### src/sv/pwrcd_pkg.sv
// Package for the pulse-width remote code decoder: payload structs, pulse class,
// decoder phase enum, register indexes and fixed constants. No dependencies.
`timescale 1ns / 1ps
`default_nettype none

package pwrcd_pkg;

   localparam int DURATION_WIDTH  = 16;
   localparam int INTERVAL_WIDTH  = 12;
   localparam int TOL_WIDTH       = 10;
   localparam int BIT_COUNT_WIDTH = 7;
   localparam int CODE_MAX_WIDTH  = 64;
   localparam int CSR_INDEX_WIDTH = 8;
   localparam int CSR_DATA_WIDTH  = 12;
   localparam int QUEUE_DEPTH     = 2;

   // preamble window and end gap, in short intervals
   localparam int PRE_MIN_MULT = 29;
   localparam int PRE_MAX_MULT = 49;
   localparam int END_MULT     = 10;

   // register reset values
   localparam logic [INTERVAL_WIDTH-1:0]  SHORT_RESET = 12'd150;
   localparam logic [INTERVAL_WIDTH-1:0]  LONG_RESET  = 12'd450;
   localparam logic [TOL_WIDTH-1:0]       TOL_RESET   = 10'd50;
   localparam logic [BIT_COUNT_WIDTH-1:0] MINB_RESET  = 7'd12;

   // register indexes
   localparam logic [CSR_INDEX_WIDTH-1:0] CSR_SHORT_INTERVAL = 8'd0;
   localparam logic [CSR_INDEX_WIDTH-1:0] CSR_LONG_INTERVAL  = 8'd1;
   localparam logic [CSR_INDEX_WIDTH-1:0] CSR_TOLERANCE      = 8'd2;
   localparam logic [CSR_INDEX_WIDTH-1:0] CSR_MIN_BITS       = 8'd3;

   typedef struct packed {
      logic                      level;
      logic [DURATION_WIDTH-1:0] duration;
   } req_payload_type;

   typedef struct packed {
      logic [CODE_MAX_WIDTH-1:0]  code;
      logic [BIT_COUNT_WIDTH-1:0] bit_count;
   } rsp_payload_type;

   typedef struct packed {
      logic [INTERVAL_WIDTH-1:0]  short_interval;
      logic [INTERVAL_WIDTH-1:0]  long_interval;
      logic [TOL_WIDTH-1:0]       tolerance;
      logic [BIT_COUNT_WIDTH-1:0] min_bits;
   } cfg_type;

   // one classified pulse as it travels through the queue
   typedef struct packed {
      logic level;
      logic preamble;    // low pulse inside the preamble window
      logic end_gap;     // at or above the end-of-frame gap
      logic near_short;  // within tolerance of the short interval
      logic near_long;   // within tolerance of the long interval
   } pulse_class_type;

   typedef enum logic [1:0] {
      PHASE_HUNT      = 2'd0,
      PHASE_WAIT_HIGH = 2'd1,
      PHASE_WAIT_LOW  = 2'd2
   } phase_type;

endpackage

`default_nettype wire

### src/sv/pwrcd_front.sv
// Front end: classifies one measured pulse against the current intervals.
// Depends on pwrcd_pkg.
`timescale 1ns / 1ps
`default_nettype none

module pwrcd_front (
   input  wire pwrcd_pkg::cfg_type         cfg,
   input  wire pwrcd_pkg::req_payload_type pulse,
   output pwrcd_pkg::pulse_class_type      pulse_class
);
   import pwrcd_pkg::*;

   logic [16:0] d_ext;
   logic [16:0] d_plus_tol;
   logic [16:0] s_ext;
   logic [16:0] l_ext;
   logic [16:0] tol_ext;
   logic [16:0] pre_min;
   logic [17:0] pre_max;
   logic [16:0] end_gap;

   always_comb begin
      d_ext      = {1'b0, pulse.duration};
      tol_ext    = 17'(cfg.tolerance);
      s_ext      = 17'(cfg.short_interval);
      l_ext      = 17'(cfg.long_interval);
      d_plus_tol = d_ext + tol_ext;
      // lower bounds moved to the duration side so nothing goes negative
      pre_min    = s_ext * 17'(PRE_MIN_MULT);
      pre_max    = 18'(s_ext) * 18'(PRE_MAX_MULT) + 18'(tol_ext);
      end_gap    = s_ext * 17'(END_MULT) + tol_ext;

      pulse_class.level      = pulse.level;
      pulse_class.preamble   = !pulse.level && (d_plus_tol >= pre_min)
                               && (18'(d_ext) <= pre_max);
      pulse_class.end_gap    = d_ext >= end_gap;
      pulse_class.near_short = (d_plus_tol >= s_ext) && (d_ext <= s_ext + tol_ext);
      pulse_class.near_long  = (d_plus_tol >= l_ext) && (d_ext <= l_ext + tol_ext);
   end

endmodule

`default_nettype wire

### src/sv/pwrcd_queue.sv
// Short FIFO of classified pulses between front and back end.
// Depends on pwrcd_pkg.
`timescale 1ns / 1ps
`default_nettype none

module pwrcd_queue (
   input  wire                             clock,
   input  wire                             reset,
   input  wire                             push,
   input  wire pwrcd_pkg::pulse_class_type push_data,
   output logic                            full,
   input  wire                             pop,
   output logic                            not_empty,
   output pwrcd_pkg::pulse_class_type      pop_data
);
   import pwrcd_pkg::*;

   localparam int PTR_W = (QUEUE_DEPTH > 1) ? $clog2(QUEUE_DEPTH) : 1;
   localparam int CNT_W = $clog2(QUEUE_DEPTH + 1);

   pulse_class_type    slot_ff [QUEUE_DEPTH];
   logic [PTR_W-1:0]   wr_ptr_ff, wr_ptr_in;
   logic [PTR_W-1:0]   rd_ptr_ff, rd_ptr_in;
   logic [CNT_W-1:0]   count_ff, count_in;
   logic               do_push, do_pop;

   assign full      = count_ff == CNT_W'(QUEUE_DEPTH);
   assign not_empty = count_ff != '0;
   assign pop_data  = slot_ff[rd_ptr_ff];
   assign do_push   = push && !full;
   assign do_pop    = pop && not_empty;

   always_comb begin
      wr_ptr_in = wr_ptr_ff;
      rd_ptr_in = rd_ptr_ff;
      count_in  = count_ff;
      if (do_push) begin
         wr_ptr_in = (wr_ptr_ff == PTR_W'(QUEUE_DEPTH - 1)) ? '0 : wr_ptr_ff + 1'b1;
      end
      if (do_pop) begin
         rd_ptr_in = (rd_ptr_ff == PTR_W'(QUEUE_DEPTH - 1)) ? '0 : rd_ptr_ff + 1'b1;
      end
      if (do_push && !do_pop) begin
         count_in = count_ff + 1'b1;
      end else if (do_pop && !do_push) begin
         count_in = count_ff - 1'b1;
      end
   end

   always_ff @(posedge clock) begin
      if (reset) begin
         wr_ptr_ff <= '0;
         rd_ptr_ff <= '0;
         count_ff  <= '0;
      end else begin
         wr_ptr_ff <= wr_ptr_in;
         rd_ptr_ff <= rd_ptr_in;
         count_ff  <= count_in;
      end
   end

   always_ff @(posedge clock) begin
      if (do_push) begin
         slot_ff[wr_ptr_ff] <= push_data;
      end
   end

endmodule

`default_nettype wire

### src/sv/pwrcd_back.sv
// Back end: frame state machine, code shift register and result register.
// Depends on pwrcd_pkg.
`timescale 1ns / 1ps
`default_nettype none

module pwrcd_back #(
   parameter int CODE_WIDTH = 64
) (
   input  wire                                          clock,
   input  wire                                          reset,
   input  wire [pwrcd_pkg::BIT_COUNT_WIDTH-1:0]         min_bits,
   input  wire                                          item_valid,
   input  wire pwrcd_pkg::pulse_class_type              item,
   output logic                                         item_pop,
   output logic                                         rsp_valid,
   input  wire                                          rsp_stall,
   output pwrcd_pkg::rsp_payload_type                   rsp_data
);
   import pwrcd_pkg::*;

   localparam int CNT_W = $clog2(CODE_WIDTH + 1);

   phase_type              phase_ff, phase_in;
   logic [CODE_WIDTH-1:0]  code_ff, code_in;
   logic [CNT_W-1:0]       cnt_ff, cnt_in;
   logic                   h_short_ff, h_short_in;
   logic                   h_long_ff, h_long_in;
   logic                   rsp_valid_ff, rsp_valid_in;
   rsp_payload_type        rsp_data_ff, rsp_data_in;

   logic                   clear_frame;
   logic                   shift_bit;
   logic                   bit_value;
   logic                   keep_high;
   logic                   emit;
   logic                   bit_zero, bit_one;

   assign item_pop  = item_valid && (!rsp_valid_ff || !rsp_stall);
   assign rsp_valid = rsp_valid_ff;
   assign rsp_data  = rsp_data_ff;
   assign bit_zero  = h_short_ff && item.near_long;
   assign bit_one   = h_long_ff && item.near_short;

   // next phase
   always_comb begin
      phase_in = phase_ff;
      if (item_pop) begin
         case (phase_ff)
            PHASE_WAIT_HIGH: begin
               if (item.level) phase_in = PHASE_WAIT_LOW;
            end
            PHASE_WAIT_LOW: begin
               if (!item.level && (item.end_gap || bit_zero || bit_one)) begin
                  phase_in = PHASE_WAIT_HIGH;
               end else begin
                  phase_in = PHASE_HUNT;
               end
            end
            default: begin
               phase_in = (!item.level && item.preamble) ? PHASE_WAIT_HIGH : PHASE_HUNT;
            end
         endcase
      end
   end

   // datapath actions for the popped beat
   always_comb begin
      clear_frame = 1'b0;
      shift_bit   = 1'b0;
      bit_value   = 1'b0;
      keep_high   = 1'b0;
      emit        = 1'b0;
      if (item_pop) begin
         case (phase_ff)
            PHASE_WAIT_HIGH: begin
               keep_high = item.level;
            end
            PHASE_WAIT_LOW: begin
               if (!item.level) begin
                  if (item.end_gap) begin
                     clear_frame = 1'b1;
                     emit        = BIT_COUNT_WIDTH'(cnt_ff) >= min_bits;
                  end else if (bit_zero) begin
                     shift_bit = 1'b1;
                  end else if (bit_one) begin
                     shift_bit = 1'b1;
                     bit_value = 1'b1;
                  end
               end
            end
            default: begin
               clear_frame = !item.level && item.preamble;
            end
         endcase
      end
   end

   always_comb begin
      code_in    = code_ff;
      cnt_in     = cnt_ff;
      h_short_in = h_short_ff;
      h_long_in  = h_long_ff;
      if (clear_frame) begin
         code_in = '0;
         cnt_in  = '0;
      end else if (shift_bit) begin
         code_in = {code_ff[CODE_WIDTH-2:0], bit_value};
         if (cnt_ff != CNT_W'(CODE_WIDTH)) cnt_in = cnt_ff + 1'b1;
      end
      if (keep_high) begin
         h_short_in = item.near_short;
         h_long_in  = item.near_long;
      end

      rsp_valid_in = rsp_valid_ff && rsp_stall;
      rsp_data_in  = rsp_data_ff;
      if (emit) begin
         rsp_valid_in          = 1'b1;
         rsp_data_in.code      = CODE_MAX_WIDTH'(code_ff);
         rsp_data_in.bit_count = BIT_COUNT_WIDTH'(cnt_ff);
      end
   end

   always_ff @(posedge clock) begin
      if (reset) begin
         phase_ff     <= PHASE_HUNT;
         code_ff      <= '0;
         cnt_ff       <= '0;
         rsp_valid_ff <= 1'b0;
      end else begin
         phase_ff     <= phase_in;
         code_ff      <= code_in;
         cnt_ff       <= cnt_in;
         rsp_valid_ff <= rsp_valid_in;
      end
   end

   always_ff @(posedge clock) begin
      h_short_ff  <= h_short_in;
      h_long_ff   <= h_long_in;
      rsp_data_ff <= rsp_data_in;
   end

   a_cnt_bounded: assert property (@(posedge clock) disable iff (reset)
      cnt_ff <= CNT_W'(CODE_WIDTH))
      else $error("bit counter above code width");

   a_emit_clears: assert property (@(posedge clock) disable iff (reset)
      emit |=> (cnt_ff == '0) && (code_ff == '0) && rsp_valid_ff)
      else $error("frame not cleared after emit");

   a_emit_from_low: assert property (@(posedge clock) disable iff (reset)
      emit |-> (phase_ff == PHASE_WAIT_LOW) && !item.level)
      else $error("result raised outside end gap");

   a_no_pop_blocked: assert property (@(posedge clock) disable iff (reset)
      (rsp_valid_ff && rsp_stall) |-> !item_pop)
      else $error("beat consumed while result stalled");

endmodule

`default_nettype wire

### src/sv/pulse_width_remote_code_decoder_top.sv
// The closing low pulse goes through the queue and the back end into the result register.
// Throughput: one pulse per cycle while no stalled result fills the 2-beat queue.
// A stalled result holds the back end; the front keeps taking pulses until the queue fills.
// Reset is synchronous, active high: clears phase, counters, queue and result valid,
// and loads the register defaults 150 / 450 / 50 / 12. No clearing pass is needed.
// Depends on pwrcd_pkg, pwrcd_front, pwrcd_queue, pwrcd_back.
`timescale 1ns / 1ps
`default_nettype none

module pulse_width_remote_code_decoder_top #(
   parameter int CODE_WIDTH = 64   // 12 .. 64, upper code bits read zero
) (
   input  wire                                      clock,
   input  wire                                      reset,
   // pulse input channel
   input  wire                                      req_valid,
   output logic                                     req_stall,
   input  wire pwrcd_pkg::req_payload_type          req_data,
   // decoded code channel
   output logic                                     rsp_valid,
   input  wire                                      rsp_stall,
   output pwrcd_pkg::rsp_payload_type               rsp_data,
   // register write channel
   input  wire                                      csr_valid,
   output logic                                     csr_ready,
   input  wire [pwrcd_pkg::CSR_INDEX_WIDTH-1:0]     csr_index,
   input  wire [pwrcd_pkg::CSR_DATA_WIDTH-1:0]      csr_data
);
   import pwrcd_pkg::*;

   cfg_type          cfg_ff, cfg_in;
   pulse_class_type  front_class;
   pulse_class_type  queue_head;
   logic             queue_full;
   logic             queue_not_empty;
   logic             queue_pop;

   // registers: always ready, index beyond the list is dropped
   assign csr_ready = 1'b1;

   always_comb begin
      cfg_in = cfg_ff;
      if (csr_valid) begin
         case (csr_index)
            CSR_SHORT_INTERVAL: cfg_in.short_interval = INTERVAL_WIDTH'(csr_data);
            CSR_LONG_INTERVAL:  cfg_in.long_interval  = INTERVAL_WIDTH'(csr_data);
            CSR_TOLERANCE:      cfg_in.tolerance      = TOL_WIDTH'(csr_data);
            CSR_MIN_BITS:       cfg_in.min_bits       = BIT_COUNT_WIDTH'(csr_data);
            default:            cfg_in                = cfg_ff;
         endcase
      end
   end

   always_ff @(posedge clock) begin
      if (reset) begin
         cfg_ff.short_interval <= SHORT_RESET;
         cfg_ff.long_interval  <= LONG_RESET;
         cfg_ff.tolerance      <= TOL_RESET;
         cfg_ff.min_bits       <= MINB_RESET;
      end else begin
         cfg_ff <= cfg_in;
      end
   end

   // front: classify the incoming beat, push straight into the queue
   pwrcd_front u_front (
      .cfg         (cfg_ff),
      .pulse       (req_data),
      .pulse_class (front_class)
   );

   // input stalls only when the queue is full
   assign req_stall = queue_full;

   pwrcd_queue u_queue (
      .clock     (clock),
      .reset     (reset),
      .push      (req_valid),
      .push_data (front_class),
      .full      (queue_full),
      .pop       (queue_pop),
      .not_empty (queue_not_empty),
      .pop_data  (queue_head)
   );

   // back: frame sequencing and result register
   pwrcd_back #(
      .CODE_WIDTH (CODE_WIDTH)
   ) u_back (
      .clock      (clock),
      .reset      (reset),
      .min_bits   (cfg_ff.min_bits),
      .item_valid (queue_not_empty),
      .item       (queue_head),
      .item_pop   (queue_pop),
      .rsp_valid  (rsp_valid),
      .rsp_stall  (rsp_stall),
      .rsp_data   (rsp_data)
   );

endmodule

`default_nettype wire

### config.mk
export PLATFORM = sky130hd
export DESIGN_NAME = pulse_width_remote_code_decoder_top
export DESIGN_NICKNAME = d
export VERILOG_FILES = /design/src/sv/pwrcd_pkg.sv /design/src/sv/pwrcd_front.sv /design/src/sv/pwrcd_queue.sv /design/src/sv/pwrcd_back.sv /design/src/sv/pulse_width_remote_code_decoder_top.sv
export SDC_FILE = /design/constraint.sdc
export NUM_CORES = 1
export LEC_CHECK = 0
export BUFFER_PORTS_ARGS = -buffer_cell sky130_fd_sc_hd__buf_4
export CAP_MARGIN = 10
export CORE_MARGIN = 2
export CORE_UTILIZATION = 62
export CTS_CLUSTER_SIZE = 30
export DETAILED_ROUTE_END_ITERATION = 16
export GPL_ROUTABILITY_DRIVEN = 0
export GPL_TIMING_DRIVEN = 1
export PLACE_DENSITY_LB_ADDON = 0.25
export SETUP_SLACK_MARGIN = 0.05
export SYNTH_ARGS = -nofsm -noshare
export SYNTH_HDL_FRONTEND = slang
export SYNTH_SLANG_ARGS = --single-unit
### constraint.sdc
create_clock -name clock -period 15.56 [get_ports clock]
set_input_delay 3.112 -clock clock [delete_from_list [all_inputs] [get_ports clock]]
set_output_delay 3.112 -clock clock [all_outputs]
set_load 0.03 [all_outputs]
# Yosys cells after proc, flatten, opt, wreduce, memory -nomap -nowiden
# Memories as Yosys holds them, arrays and structs flattened. A register that Yosys moved wholly into a read port is not among the register bits.
# Cells that the tools add are included.
# totals
wordCells,113
reg_bits,192
out_inout_bits,74
ramBits,10
inputBits,42
n_memories,1
# op_classes
mul,3
n_eq_ne,8
mux,34
reduce_logical,34
addsub,10
n_lt_le_gt_ge,8
# mem_list
memory,words,word_bits,read_ports,rd_ports_with_merged_regs,write_ports,line_no,source
u_queue.slot_ff,2,5,1,1,1,pwrcd_queue.sv:21,pulse_class_type slot_ff [QUEUE_DEPTH];
# op_table
op,n
$add 16x10->17,2
$ge 17x12->1,2
$le 16x17->1,2
$mux 1,29
$add 12x10->13,2
$add 18x10->18,1
$le 16x18->1,1
$mul 12x6->18 const B,1
$ge 16x17->1,1
$ge 17x17->1,1
$mul 12x5->17 const B,1
$eq 8x2->1 const B,2
$mul 12x3->15 const B,1
$logic_and 1x1->1,14
$reduce_and 2->1,6
$eq 8x1->1 const B,1
$logic_not 8->1,1
$add 7x1->7 const B,1
$ge 7x7->1,1
$logic_not 1->1,7
$ne 7x7->1 const B,1
$mux 2,3
$eq 2x2->1 const B,2
$pmux 2 s2,1
other kinds (9),13

# Longest topological paths before layout
# depth
word_depth,8
depth_mapped,22

# Hierarchy
# A second synthesis with hierarchy kept.
# hier_totals
cells_unflattened,1523
hier_area_um2,14764.2
# modules_own_cells
mod,area_each_um2,n_inst,seq_area_each_um2,cells_each
pwrcd_front,7229.4,1,0.0,873
pwrcd_back,5231.3,1,3673.5,449
pulse_width_remote_code_decoder_top,1726.7,1,820.8,161
pwrcd_queue,576.8,1,400.4,40

# Worst setup path before layout
# OpenSTA, ideal clock, no wires.
# synth_timing
kind,input port to flip-flop
from,in rsp_stall
to,reg u_back.rsp_data_ff (netlist bit u_back.rsp_data[0]) (enable)
arrival_ns,8.947
required_ns,14.962
stages,6
slack_ns,6.015
path_cell_list,a2bb2oi_1 > and2_1 > nand2_1 > nor2_1 > nand2_1 > o21ai_0
# synth_between
elab_chain_cells,4
# synth_lines
item,line_no,source
"start, declared",pulse_width_remote_code_decoder_top.sv:21,"input wire rsp_stall,"
$logic_not 1->1,pwrcd_back.sv:38,assign item_pop = item_valid && (!rsp_valid_ff || !rsp_stall);
$logic_or 1x1->1,pwrcd_back.sv:38,
$logic_and 1x1->1,pwrcd_back.sv:38,
$mux 1,pwrcd_back.sv:73,if (item_pop) begin
via u_back.emit,pwrcd_back.sv:35,logic emit;
"end signal, assigned",pwrcd_back.sv:141,rsp_data_ff <= rsp_data_in;
"end, declared",pwrcd_back.sv:29,"rsp_payload_type rsp_data_ff, rsp_data_in;"
# The timed path passes the listed nets, and every way through them passes these cells.
# A chain may end at the register's enable or synchronous reset.

==> key figures <==
Outcome
  – Outcome: finished clean

Routing
  – Via/cell ratio: 5.85
  – Via count: 11600
  – Final WL: 34.2 mm
  – WL/cell: 17.3 um
  – First DRT Iteration DRCs: 806
  – Post-route ant nets: 0
  – Residual DRC: 0
  – 1st-pass router iterations: 6

Layout
  – Final instance area: 16400 sq um
  – Register area: 4890 sq um
  – Layout fillers: 1789
  – Nets: 1972
  – Diodes inserted: 0
  – Area Overhead vs Synth: 12.7%
  – Non-Filler Instances: 1974
  – Multi-input gate area: 9040 sq um
  – Share of cells above drive strength 1: 10.8%

GRT
  – Met3 Use GR: 3.63%
  – Global routing met2 resource utilization: 48.0%
  – Total grt overflow: 0
  – Antenna violations before repair: 0
  – Pin count of the biggest net entering global routing: 72
  – Total track usage: 27.9%
  – First-pass GRT wire length: 55.3 mm
  – Grt peak-use layer: met2
  – Vias in the first global route: 11300
  – GR Layer Usage met1: 36.9%

Synth
  – Synth cell types: 69
  – Syn Inst Count: 1536
  – Synth top cells by count: ha_1, nand2_1, a21oi_1
  – Yosys warns: 0
  – Post-Syn Area per Cell: 9.48 sq um
  – Yosys top cell area share: 21.7%
  – Top-count cell post-synth: ha_1
  – Number of synthesized flops with an enable pin: 83
  – Synth area leaders: ha_1, edfxtp_1, dfxtp_1
  – Cell Area, Synth: 14600 sq um
  – Post-synthesis async set-or-reset flop share: 0%
  – Top_reg_cell synth: dfxtp_1
  – Area leader, netlist: ha_1
  – Post-synthesis sequential area ratio: 33.6%
  – Yosys reg bits: 203
  – Syn nets: 1867

Clock tree
  – Setup Fix Bufs, Post-CTS: 0
  – H-tree Lvls: 1
  – Clk root buf: clkbuf_16
  – PostCTS Resize Cnt: 0
  – Worst skew pair latency: 0.50 ns
  – CTS tree: yes
  – Total CTS buffers: 20
  – Max Buffers Root-to-Sink: 3
  – CTS sink count: 203
  – Post-CTS Hold Fix Bufs: 0
  – Clock-pin slew on the worst setup and hold paths: 0.07 ns

Die
  – Die H: 157 um
  – Row Count: 56
  – Core Box Area: 23300 sq um
  – IO Pins: 116
  – DIE AREA: 24700 sq um
  – Die width: 157 um
  – Initial Utilization: 62.6%

Hold path
  – Class of the worst hold path: reg -> reg

Place
  – Placed cell area: 15700 sq um
  – Dpl hpwl: 26.2 mm
  – IO Port Bufs: 114
  – Place WS: 8.71 ns
  – Placed cell count: 1938

Flow run
  – Max Cap Viol: 0

Setup path
  – Worst setup startpoint: req_data[0]
  – Setup crit end kind: flop
  – Worst-case reg-to-reg path depth: 20
  – Reg-to-Reg Start: cfg_ff[31]
  – Worst endpoint data arrival time: 6.62 ns
  – Setup CP Type: in -> reg
  – Max FO, Critical Path: 4
  – CP required: 15.78 ns
  – Crit path to: u_queue.slot_ff[1][3]
  – Internal reg-to-reg setup slack: 9.58 ns
  – Reg-to-Reg End: u_queue.slot_ff[1][3]
  – CP Launch Type: input pin

STA
  – Slew @ Worst Pin: 0.894 ns
  – Final Skew: 0.0231 ns
  – Max frequency: 156 MHz
  – # setup viols final: 0
  – Final Max Tran Viols: 0
  – Fin crit share: 41.1%
  – Max transition margin: 40.4%
  – Setup TNS: 0 ns
  – Final hold vios: 0
  – Post-route setup slack: 9.16 ns
  – Unrepaired setup endpoints after global routing: no
  – Tmin final: 6.40 ns

Power and ir drop
  – Pleak: 7.24 nW
  – Pwr per Cell Area: 74.4 nW/um^2
  – Peak VDD IR: 0.0631 mV
[routing by layer]
layer | vias to the layer above | share of wire, %
met2 | 352 | 48
met5 | - | 0
met4 | 0 | 3.0
met3 | 77 | 6.2
li1 | 5635 | -
met1 | 5490 | 43
[power by group]
group	total, mW	internal, mW	switching (mW)
combinational	0.156	0.0609	0.0954
sequential	0.572	0.563	0.00916
clock	0.494	0.292	0.201
total	1.22	0.916	0.306
[worst min-delay path by stage]
stage	slack, ns	end	cells past startpoint	from
final	0.45	u_back.rsp_data[13]	0	u_back.code_ff[6]
after global routing	0.46	u_back.rsp_data[63]	0	u_back.code_ff[56]
after CTS	0.45	u_back.rsp_data[13]	0	u_back.code_ff[6]
after detailed placement	0.44	u_back.rsp_data[60]	0	u_back.code_ff[53]
after global placement	0.42	u_back.rsp_data[70]	0	u_back.code_ff[63]
after floorplan	0.41	u_back.rsp_data[70]	0	u_back.code_ff[63]
[cell type report]
type	count	area share (%)
timing repair buffer	122	5.58
clock inverter	11	0.770
sequential	203	29.8
inverter	128	2.93
multi-input combinational	1166	55.1
clock buffer	25	3.41
tap	319	2.43
[critical path, cell delays in order]
cell and delay [ns]:
buf_4 0.11, ha_1 0.21, fa_1 0.40, a21o_1 0.18, a21oi_1 0.27, o21a_1 0.18, o31ai_1 0.13, nor2_1 0.15
xnor2_1 0.20, ha_1 0.31, a2111oi_0 0.57, o211ai_1 0.18, a41oi_1 0.20, o21ai_0 0.12, a211oi_1 0.22, a211oi_1 0.09
[registers in the layout (all words and copies together), names as in the netlist, named ones only]
signal	count
u_back.h_long_ff	1
u_back.phase_ff	2
u_queue.wr_ptr_ff	1
u_queue.slot_ff	10
u_queue.rd_ptr_ff	1
u_queue.count_ff	2
cfg_ff	41
u_back.rsp_valid	1
u_back.h_short_ff	1
u_back.code_ff	64
u_back.rsp_data	71
u_back.cnt_ff	7
[placed cells by master, fill, tap and decap left out, types with 9 or more instances in the layout]
master / netlist / routed
a31oi_1: 11 / 11
nor2_1: 86 / 85
nor3_1: 21 / 21
nand2_1: 198 / 198
nand2b_1: 16 / 16
dfxtp_1: 120 / 120
nor2b_1: 14 / 14
nand3_1: 18 / 18
o21ai_0: 51 / 50
nand3b_1: 9 / 9
a211oi_1: 10 / 10
mux2i_1: 19 / 19
clkbuf_16: 0 / 21
a21oi_1: 139 / 139
o21a_1: 25 / 25
a21o_1: 41 / 40
xor2_1: 42 / 42
inv_1: 128 / 128
a211o_1: 12 / 12
or2_2: 9 / 9
edfxtp_1: 83 / 83
ha_1: 253 / 253
xnor2_1: 42 / 42
fa_1: 36 / 36
buf_4: 2 / 122
nand4_1: 10 / 10
[through the flow]
step	utilization [%]	total power, mW	hold WS, ns
final	70.6	1.22	0.452
after global routing	70.6	1.27	0.463
after CTS	70.6	1.23	0.453
after detailed placement	67.6	0.736	0.437
after global placement	67.6	0.728	0.424
after floorplan	-	0.688	0.408
[cell families (layout without fill, tap and decap cells)]
group	Yosys count	after routing	synth area share [%]
AOI/OAI and AO/OA	353	353	15.5
buffers and inverters	167	286	4.47
and+or+nand+nor	417	417	13.1
other	1	1	0.0257
muxes	22	22	1.54
adders and majority gates	289	289	26.7
DFF	203	203	33.6
xor gates and xnor gates	84	84	5.05
Power figures use the tool's default switching activity.
